==> config.mk <==
export PLATFORM = sky130hd
export DESIGN_NAME = mac_keyed_node_table_unit
export DESIGN_NICKNAME = d
export VERILOG_FILES = /design/src/design/mkt_pkg.sv /design/src/design/mkt_cell.sv /design/src/design/mac_keyed_node_table_unit.sv
export SDC_FILE = /design/constraint.sdc
export NUM_CORES = 2
export LEC_CHECK = 0
export BUFFER_PORTS_ARGS = -buffer_cell sky130_fd_sc_hd__buf_2
export CAP_MARGIN = 20
export CORE_MARGIN = 2
export CORE_UTILIZATION = 40
export CTS_CLUSTER_SIZE = 14
export DETAILED_ROUTE_END_ITERATION = 12
export GPL_ROUTABILITY_DRIVEN = 1
export PLACE_DENSITY = 0.63
export SYNTH_ARGS = -nofsm -noshare
export SYNTH_HDL_FRONTEND = slang
export SYNTH_SLANG_ARGS = --single-unit
==> constraint.sdc <==
create_clock -name i_clk -period 8.4 [get_ports i_clk]
set_input_delay 0.84 -clock i_clk [delete_from_list [all_inputs] [get_ports i_clk]]
set_output_delay 0.84 -clock i_clk [all_outputs]
set_load 0.03 [all_outputs]
==> src/design/mkt_pkg.sv <==
// ----------------------------------------------------------------------------
// mkt_pkg
// Shared constants, types and helpers for the MAC keyed node table.
// ----------------------------------------------------------------------------
package mkt_pkg;

    localparam int ENTRIES      = 32;
    localparam int VERSION_BITS = 32;

    localparam int MAC_W    = 48;
    localparam int VER_IN_W = 32;
    localparam int ACT_W    = 2;
    localparam int IDX_W    = (ENTRIES > 1) ? $clog2(ENTRIES) : 1;

    // stream payload widths
    localparam int IN_TDATA_W  = 80;
    localparam int IN_TUSER_W  = 3;
    localparam int OUT_TDATA_W = 8;

    // request codes; the unused code behaves like a check
    localparam logic [ACT_W-1:0] ACT_ADD    = 2'd0;
    localparam logic [ACT_W-1:0] ACT_DELETE = 2'd1;
    localparam logic [ACT_W-1:0] ACT_CHECK  = 2'd2;

    typedef struct packed {
        logic [ACT_W-1:0]        action;
        logic [MAC_W-1:0]        mac;
        logic [VERSION_BITS-1:0] version;
        logic                    given;
    } t_req;

    // search token passed cell to cell
    typedef struct packed {
        logic             active;
        logic             hit;
        logic             free_found;
        logic [IDX_W-1:0] free_idx;
    } t_token;

    // allocation write broadcast to all cells
    typedef struct packed {
        logic                    en;
        logic [IDX_W-1:0]        idx;
        logic [MAC_W-1:0]        mac;
        logic [VERSION_BITS-1:0] version;
    } t_wr;

    // input version fitted to the stored width (zero above bit 31)
    function automatic logic [VERSION_BITS-1:0] ver_fit(input logic [VER_IN_W-1:0] v);
        logic [63:0] w;
        w = {32'b0, v};
        return w[VERSION_BITS-1:0];
    endfunction

endpackage

==> src/design/mkt_cell.sv <==
// ----------------------------------------------------------------------------
// mkt_cell
// One table slot: valid bit, MAC key and version. Compares the request when
// the search token passes and forwards the updated token to the next slot.
// ----------------------------------------------------------------------------
module mkt_cell (
    input  logic                      i_clk,
    input  logic                      i_rst_n,
    input  logic [mkt_pkg::IDX_W-1:0] i_index,
    input  mkt_pkg::t_req             i_req,
    input  mkt_pkg::t_wr              i_wr,
    input  mkt_pkg::t_token           i_tok,
    output mkt_pkg::t_token           o_tok
);

    logic                             r_valid;
    logic [mkt_pkg::MAC_W-1:0]        r_mac;
    logic [mkt_pkg::VERSION_BITS-1:0] r_ver;
    mkt_pkg::t_token                  r_tok;

    logic                             n_valid;
    logic [mkt_pkg::MAC_W-1:0]        n_mac;
    logic [mkt_pkg::VERSION_BITS-1:0] n_ver;
    mkt_pkg::t_token                  n_tok;
    logic                             w_hit;

    assign w_hit = i_tok.active && r_valid && (r_mac == i_req.mac);

    always_comb begin
        n_valid = r_valid;
        n_mac   = r_mac;
        n_ver   = r_ver;
        if (i_wr.en && (i_wr.idx == i_index)) begin
            n_valid = 1'b1;
            n_mac   = i_wr.mac;
            n_ver   = i_wr.version;
        end
        if (w_hit) begin
            if ((i_req.action == mkt_pkg::ACT_ADD) && i_req.given) begin
                n_ver = i_req.version;
            end
            if (i_req.action == mkt_pkg::ACT_DELETE) begin
                n_valid = 1'b0;
            end
        end

        n_tok.active     = i_tok.active;
        n_tok.hit        = i_tok.hit | w_hit;
        // free status taken before any delete in this pass
        n_tok.free_found = i_tok.free_found | (i_tok.active & ~r_valid);
        n_tok.free_idx   = i_tok.free_found ? i_tok.free_idx : i_index;
    end

    always_ff @(posedge i_clk) begin
        if (!i_rst_n) begin
            r_valid <= 1'b0;
            r_tok   <= '0;
        end else begin
            r_valid <= n_valid;
            r_tok   <= n_tok;
        end
    end

    always_ff @(posedge i_clk) begin
        r_mac <= n_mac;
        r_ver <= n_ver;
    end

    assign o_tok = r_tok;

endmodule

==> src/design/mac_keyed_node_table_unit.sv <==
// ----------------------------------------------------------------------------
// mac_keyed_node_table_unit
// Bounded table of mesh node entries keyed by a 48-bit MAC address.
// ----------------------------------------------------------------------------
// Usage:
//   Requests arrive on the s_axis channel: tdata carries mac and version,
//   tuser carries the action code and the version_given flag. Each request
//   gives exactly one result on m_axis: found (MAC present before the
//   request) and status (table full on add of a new MAC).
//   The slots form a row of cells. A search token enters the first cell in the
//   cycle after the transfer and moves one cell per cycle; the result is then
//   registered in the tail register and then in the output register. One
//   request is in the table at a time: a new request is accepted only once
//   the previous result has gone into the output register.
//   Hits update or delete in place as the token passes; a new MAC is written
//   into the lowest free slot after the walk.
//   Reset (synchronous, active low) empties the table at once; no sweep.
//   If the receiver stalls, the finished result waits in the output register
//   and the next request is already accepted and searched; its result then
//   waits until the output register frees up.
// ----------------------------------------------------------------------------
module mac_keyed_node_table_unit (
    input  logic                            i_clk,
    input  logic                            i_rst_n,
    input  logic                            s_axis_tvalid,
    output logic                            s_axis_tready,
    // [47:0] mac, [79:48] version
    input  logic [mkt_pkg::IN_TDATA_W-1:0]  s_axis_tdata,
    // [1:0] action, [2] version_given
    input  logic [mkt_pkg::IN_TUSER_W-1:0]  s_axis_tuser,
    output logic                            m_axis_tvalid,
    input  logic                            m_axis_tready,
    // [0] found, [1] status, [7:2] zero
    output logic [mkt_pkg::OUT_TDATA_W-1:0] m_axis_tdata
);

    typedef enum logic [1:0] {
        S_IDLE,
        S_SCAN,
        S_DONE
    } t_state;

    t_state          r_state;
    mkt_pkg::t_req   r_req;
    mkt_pkg::t_token r_launch;
    mkt_pkg::t_token r_tail;
    mkt_pkg::t_wr    r_wr;
    logic            r_out_valid;
    logic            r_found;
    logic            r_status;

    mkt_pkg::t_token             w_tok [mkt_pkg::ENTRIES+1];
    logic [mkt_pkg::ENTRIES:0]   w_tok_act;
    logic                        w_is_add;
    logic                        w_out_free;

    assign w_tok[0] = r_launch;

    genvar gi;
    generate
        for (gi = 0; gi < mkt_pkg::ENTRIES; gi++) begin : g_cell
            mkt_cell u_cell (
                .i_clk   (i_clk),
                .i_rst_n (i_rst_n),
                .i_index (mkt_pkg::IDX_W'(gi)),
                .i_req   (r_req),
                .i_wr    (r_wr),
                .i_tok   (w_tok[gi]),
                .o_tok   (w_tok[gi+1])
            );
        end
        for (gi = 0; gi <= mkt_pkg::ENTRIES; gi++) begin : g_act
            assign w_tok_act[gi] = w_tok[gi].active;
        end
    endgenerate

    assign s_axis_tready = (r_state == S_IDLE);
    assign w_is_add      = (r_req.action == mkt_pkg::ACT_ADD);
    assign w_out_free    = !r_out_valid || m_axis_tready;

    always_ff @(posedge i_clk) begin
        if (!i_rst_n) begin
            r_state     <= S_IDLE;
            r_launch    <= '0;
            r_tail      <= '0;
            r_wr        <= '0;
            r_out_valid <= 1'b0;
        end else begin
            r_launch <= '0;
            r_wr.en  <= 1'b0;
            if (r_out_valid && m_axis_tready) begin
                r_out_valid <= 1'b0;
            end
            unique case (r_state)
                S_IDLE: begin
                    if (s_axis_tvalid) begin
                        r_req.action    <= s_axis_tuser[1:0];
                        r_req.given     <= s_axis_tuser[2];
                        r_req.mac       <= s_axis_tdata[47:0];
                        r_req.version   <= mkt_pkg::ver_fit(s_axis_tdata[79:48]);
                        r_launch.active <= 1'b1;
                        r_state         <= S_SCAN;
                    end
                end
                S_SCAN: begin
                    if (w_tok[mkt_pkg::ENTRIES].active) begin
                        r_tail  <= w_tok[mkt_pkg::ENTRIES];
                        r_state <= S_DONE;
                    end
                end
                S_DONE: begin
                    if (w_out_free) begin
                        r_out_valid <= 1'b1;
                        r_found     <= r_tail.hit;
                        r_status    <= w_is_add && !r_tail.hit && !r_tail.free_found;
                        r_wr.en     <= w_is_add && !r_tail.hit && r_tail.free_found;
                        r_wr.idx    <= r_tail.free_idx;
                        r_wr.mac    <= r_req.mac;
                        r_wr.version <= r_req.given ? r_req.version : '0;
                        r_state     <= S_IDLE;
                    end
                end
                default: begin
                    r_state <= S_IDLE;
                end
            endcase
        end
    end

    assign m_axis_tvalid = r_out_valid;
    assign m_axis_tdata  = {{(mkt_pkg::OUT_TDATA_W-2){1'b0}}, r_status, r_found};

    // only one request in flight
    a_one_at_a_time: assert property (@(posedge i_clk) disable iff (!i_rst_n)
        (s_axis_tvalid && s_axis_tready) |=> !s_axis_tready)
        else $error("input taken while a request is in flight");

    // at most one search token anywhere in the row
    a_single_token: assert property (@(posedge i_clk) disable iff (!i_rst_n)
        $onehot0(w_tok_act))
        else $error("more than one search token in the cell row");

    // full status only for a MAC that was absent
    a_full_not_found: assert property (@(posedge i_clk) disable iff (!i_rst_n)
        m_axis_tvalid |-> !(m_axis_tdata[0] && m_axis_tdata[1]))
        else $error("full status reported on a hit");

    // an allocation never follows a hit or a non-add request
    a_alloc_on_miss: assert property (@(posedge i_clk) disable iff (!i_rst_n)
        r_wr.en |-> (!r_found && w_is_add && !r_status))
        else $error("allocation write without an add miss");

endmodule

== After elaboration in Yosys (flattened, before gate mapping) ==
Index checks and enable logic that the tools add are counted.

* Latch bits: 0
* Output and inout bits: 10
* Bits of input ports: 87
* ROM bits: 0
* Logic and storage cells: 714
* Memory bits (writable): 0
* Memories: 0
* Register bits: 1,948

* Div/mod/pow operators: 0
* Reduce and logical (&&, ||, !) cells: 144
* Bitwise logic cells: 128
* $mul: 0
* Equal/unequal tests: 69
* Add/sub/neg operators: 0
* Shift-type cells: 0
* Mux-type cells: 135
* Magnitude comparators: 0

{| class="wikitable"
|+ Operators by type and width
! cell !! count
|-
| 48-bit equality test || 32
|-
| 1-bit two-way mux || 101
|-
| 1-bit logical AND || 100
|-
| 5-bit equality test (second input constant) || 16
|-
| 5-bit two-way mux || 16
|-
| 2-bit AND reduction || 34
|-
| 1-bit bitwise OR || 64
|-
| 5-bit by 4-bit equality test with 1-bit output (second input constant) || 8
|-
| 1-bit AND || 32
|-
| 4-bit two-way mux || 8
|-
| 1-bit inverter || 32
|-
| 5-bit by 3-bit equality test with 1-bit output (second input constant) || 4
|-
| 3-bit two-way mux || 4
|-
| 5-bit by 2-bit equality test with 1-bit output (second input constant) || 2
|-
| 2-bit two-way mux || 5
|-
| 3-bit AND reduction || 3
|-
| 2-bit case mux with 3 select lines || 1
|-
| 5-bit by 1-bit equality test with 1-bit output (second input constant) || 1
|-
| 5-bit logical NOT || 1
|-
| 2-bit by 1-bit equality test with 1-bit output (second input constant) || 2
|-
| 2-bit logical NOT || 2
|-
| 2-bit != test (second input constant) || 2
|-
| 1-bit logical NOT || 3
|-
| 2-bit equality test (second input constant) || 1
|-
| 2 further kinds || 2
|}

== Logic depth before layout (Yosys ltp) ==
* Depth after elaboration: 5
* Depth in mapped cells: 9
* Mapped depth without buffers: 6

== By module ==
From an unflattened synthesis, not the netlist that was laid out.

* Cells, all modules: 5,284
* Area, all modules: 81,474.4 um^2

{| class="wikitable"
|+ Modules (own cells, without submodules)
! module !! area each (um^2) !! instances !! cells an instance
|-
| mkt_cell || 2,343.5 || 32 || 149
|-
| mac_keyed_node_table_unit || 6,482.5 || 1 || 516
|}

== Least setup slack after synthesis ==
No wires, ideal clock.

* Kind: input port to flip-flop
* Start point: in i_rst_n
* End point: reg r_req[33] (netlist name) (enable)
* Path slack: 4.453 ns
* Stages on the path: 4
* Setup time: 0.458 ns
* Arrival: 3.489 ns
* Buffers on the path: 2
* Required time: 7.942 ns
* Cell sequence: clkbuf_1 clkbuf_1 nand2b_1 nor2_1

* Cells in the longest elaborated chain, start to end: 1

{| class="wikitable"
|+ Ends and longest elaborated chain
! element !! RTL line !! source
|-
| start, declared || mac_keyed_node_table_unit.sv:24 || <nowiki>input logic i_rst_n,</nowiki>
|-
| 3-bit AND reduction (no line) || -- ||
|-
| end, declared || mac_keyed_node_table_unit.sv:44 || <nowiki>mkt_pkg::t_req r_req;</nowiki>
|}

No other way between the ends.
A chain may end at the register's enable or synchronous reset.

== Worst setup path after layout ==
* Start point: reg r_req[76] (netlist name)
* End point: reg g_cell[15].u_cell.r_valid

* Cells in the longest elaborated chain, start to end: 3

{| class="wikitable"
|+ Ends and longest elaborated chain
! element !! RTL line !! source
|-
| 48-bit equality test || mkt_cell.sv:27 || <nowiki>assign w_hit = i_tok.active && r_valid && (r_mac == i_req.mac);</nowiki>
|-
| 1-bit logical AND || mkt_cell.sv:27 ||
|-
| 1-bit two-way mux || mkt_cell.sv:38 || <nowiki>if (w_hit) begin</nowiki>
|-
| end signal, assigned || mkt_cell.sv:59 || <nowiki>r_valid <= n_valid;</nowiki>
|-
| end, declared || mkt_cell.sv:16 || <nowiki>logic r_valid;</nowiki>
|}

No other way between the ends.

==> summary.txt <==
Final slew viol count: 0
# DRC: 0
Final wirelength: 263 mm
Die Ht: 440 um
Max stage delay on crit path: 0.91 ns
Worst reg-to-reg path cell count: 7
Routed WL per cell: 34.0 um
CTS clock-pin slew for the worst setup and hold paths: 0.06 ns
RR Startpoint: r_req[76]
Total CTS buffers: 188
R2R setup slack: 4.42 ns
Grt total ovfl: 0
Initial antenna violation count: 38
Total Power: 19.2 mW
CP Capture Type: flop
ANT nets after route: 0
IO buf count: 57
I/O Pins: 97
Most common cell on crit path: nor4_1
Data required, critical path: 9.08 ns
GRT Total Usage: 26.9%
Crit-path max FO: 22
Flops & latches, synth: 1,910
Final #Nets: 5,179
Most used DFF post-synth: edfxtp_1
Slowest CP cell: edfxtp_1
CTS tree: yes
Post-synthesis sequential area ratio: 71.3%
Synth top area cells: edfxtp_1 63%, xor2_1 10%, dfxtp_1 8.5%
Yosys top cell area share: 62.8%
Register area: 54,300 um^2
Min Tclk post-route: 3.98 ns
Async SR Flop Fraction: 0%
DR vias: 45,800
Vias in the first global route: 42,000
Hold crit path type: input port to flop
Tightest Pin Transition: 1.17 ns
CTS Sinks: 1,910
HPWL after DPL: 135 mm
Final cycle utilization of the critical path: 47.4%
Initial DRC count: 7,864
# hold bufs at CTS: 0
Setup bufs post-CTS: 0
Synth Area in Adders: 0%
Cell area after synthesis: 75,900 um^2
Largest net degree at the start of global routing: 175
Starting Density: 40.3%
Met3 wire len: 32.8 mm
Multi-input logic area: 20,300 um^2
Core area: 188,000 um^2
Pwr dens: 224 nW/um^2
Site Rows: 159
Hold Path Cell Cnt: 1
Simple-gate share of the synthesized area: 6.23%
Gpl congestion: 0.866
Leakage: 32.1 nW
Clk root buf: clkbuf_16
Routed vias/inst: 5.91
Most frequent cells after synthesis: 1,588 x edfxtp_1, 904 x xor2_1, 511 x xnor2_1
Critical path launch point type: flop
Clk_skew: 0.0286 ns
Layout cell share with drive strength beyond 1: 10.6%
Yosys cell types: 50
Setup_tns: 0 ns
EDFF count, synth: 1,588
XOR/XNOR share of the synthesized area: 16.3%
Crit-path cells: buf_4, inv_1, a22o_1, nor4_1, nand4_1, nor4_1, a21oi_1
Worst Path Arrival: 4.66 ns
Met2 Wirelength: 120 mm
Number of H-tree levels: 4
Post-synthesis mux area share: 0.0923%
Post-synthesis compound-gate area fraction: 3.65%
Die width: 440 um
Yosys warnings: 0
Origin of the worst setup path: r_req[76]
Clk buf depth: 3
Hold Fails Final Rpt: 0
Worst hold start: s_axis_tdata[37]
# setup viols final: 0
Cell count after synthesis: 4,953
Main combinational cell family by area after synthesis: XOR/XNOR gates
Status: finished clean
Synth area leader: edfxtp_1
Slew headroom: 21.1%
Worst-Skew Late Latency: 0.83 ns
Layout fillers: 16,400
Most frequent cell after synthesis: edfxtp_1
Syn_area_per_cell: 15.3 um^2
Synthesis-to-layout area growth: 12.9%
Met1 WL: 98.9 mm
Top routing layer used: met5
First-pass GRT wire length: 355 mm
Number of max-cap violations: 0
Drt pass-1 iters: 6
Fmax: 251 MHz
Critical path type: flop to flop
RSZ-0062 raised after global routing: no
VDD IR max: 0.229 mV
# resized after CTS: 0
Die area: 193,000 um^2
==> cell usage in the layout (no fill, tap or decap), types with 9 or more instances in the layout <==
master,n
a221oi_1,11
nor3_1,39
nand2_1,134
xor2_1,904
and2_1,35
xnor2_1,511
inv_1,139
dfxtp_4,40
clkbuf_16,197
nor4_1,256
o21ai_0,36
clkinv_1,29
nor2b_1,48
buf_4,138
a22o_1,11
o2111ai_1,9
clkinv_2,22
clkbuf_1,50
a21oi_1,39
edfxtp_1,1588
a21boi_0,129
clkbuf_8,25
o21a_1,62
dfxtp_1,274
nor2_4,33
o22ai_1,40
a2111oi_0,12
bufinv_16,9
buf_2,56
and3_1,51
nand4_1,179
nand3_1,32
==> area by class of cell <==
type                       count  area share [%]
inverter                     144           0.630
multi-input combinational   2652            23.6
sequential                  1910            63.3
tap                         2495            3.64
antenna                        8          0.0234
clock buffer                 276            6.39
clock inverter                70           0.765
timing repair buffer         196            1.58
==> flip-flops by register name, summed over array words and instances, names as in the netlist <==
signal                 cells
g_cell.u_cell.o_tok      225
g_cell.u_cell.r_mac     1536
g_cell.u_cell.r_valid     32
m_axis_tvalid              1
r_found                    1
r_launch                   1
r_req                     50
r_state                    2
r_status                   1
r_tail                     7
r_wr                      54
==> path summary, 6_finish.rpt <==
kind	endpoint
worst max-delay path	g_cell[15].u_cell.r_valid
worst min-delay path	r_req[70]
worst max register to register	g_cell[15].u_cell.r_valid
worst min register to register	g_cell[29].u_cell.o_tok[6]
==> routing by layer <==
| layer | track usage (%) | vias to the layer above |
|---|---|---|
| met2 | 42.3 | 3354 |
| met1 | 36.9 | 23600 |
| met5 | 0 | - |
| met3 | 4.91 | 633 |
| li1 | - | 18200 |
| met4 | 10.9 | 4 |
==> cells by family after synthesis <==
family / Yosys count
DFF: 1910
xor gates and xnor gates: 1416
and+or+nand+nor: 835
buffers and inverters: 396
AOI/OAI and AO/OA: 388
muxes: 7
other: 1
==> worst max-delay path, delay by kind of cell, from the launching register on <==
family                 cells  cell delay [ns]
flip-flops                 1             0.91
buffers and inverters      2             1.26
AO/OA/AOI/OAI              2             0.47
AND/OR/NAND/NOR            3             1.13
==> stage by stage <==
stage	hold WS [ns]	setup slack, ns	util [%]	instance area, um^2	cells
2_1_floorplan	0.392	4.45	-	75900	4958
3_3_place_gp	0.427	4.62	42.3	79600	7397
3_5_place_dp	0.417	4.57	42.3	79600	7397
4_1_cts	0.137	4.56	45.5	85700	7743
5_1_grt	0.159	4.48	45.5	85700	7744
6_report	0.180	4.42	45.6	85700	7751
==> power breakdown <==
group	switching (mW)	internal, mW	leakage, nW
registers	0.0194	10.1	20.3
logic	0.461	0.192	8.75
clock network	3.60	4.80	3.02
total	4.08	15.1	32.1
Note: power is estimated with default switching activity, not from simulation.
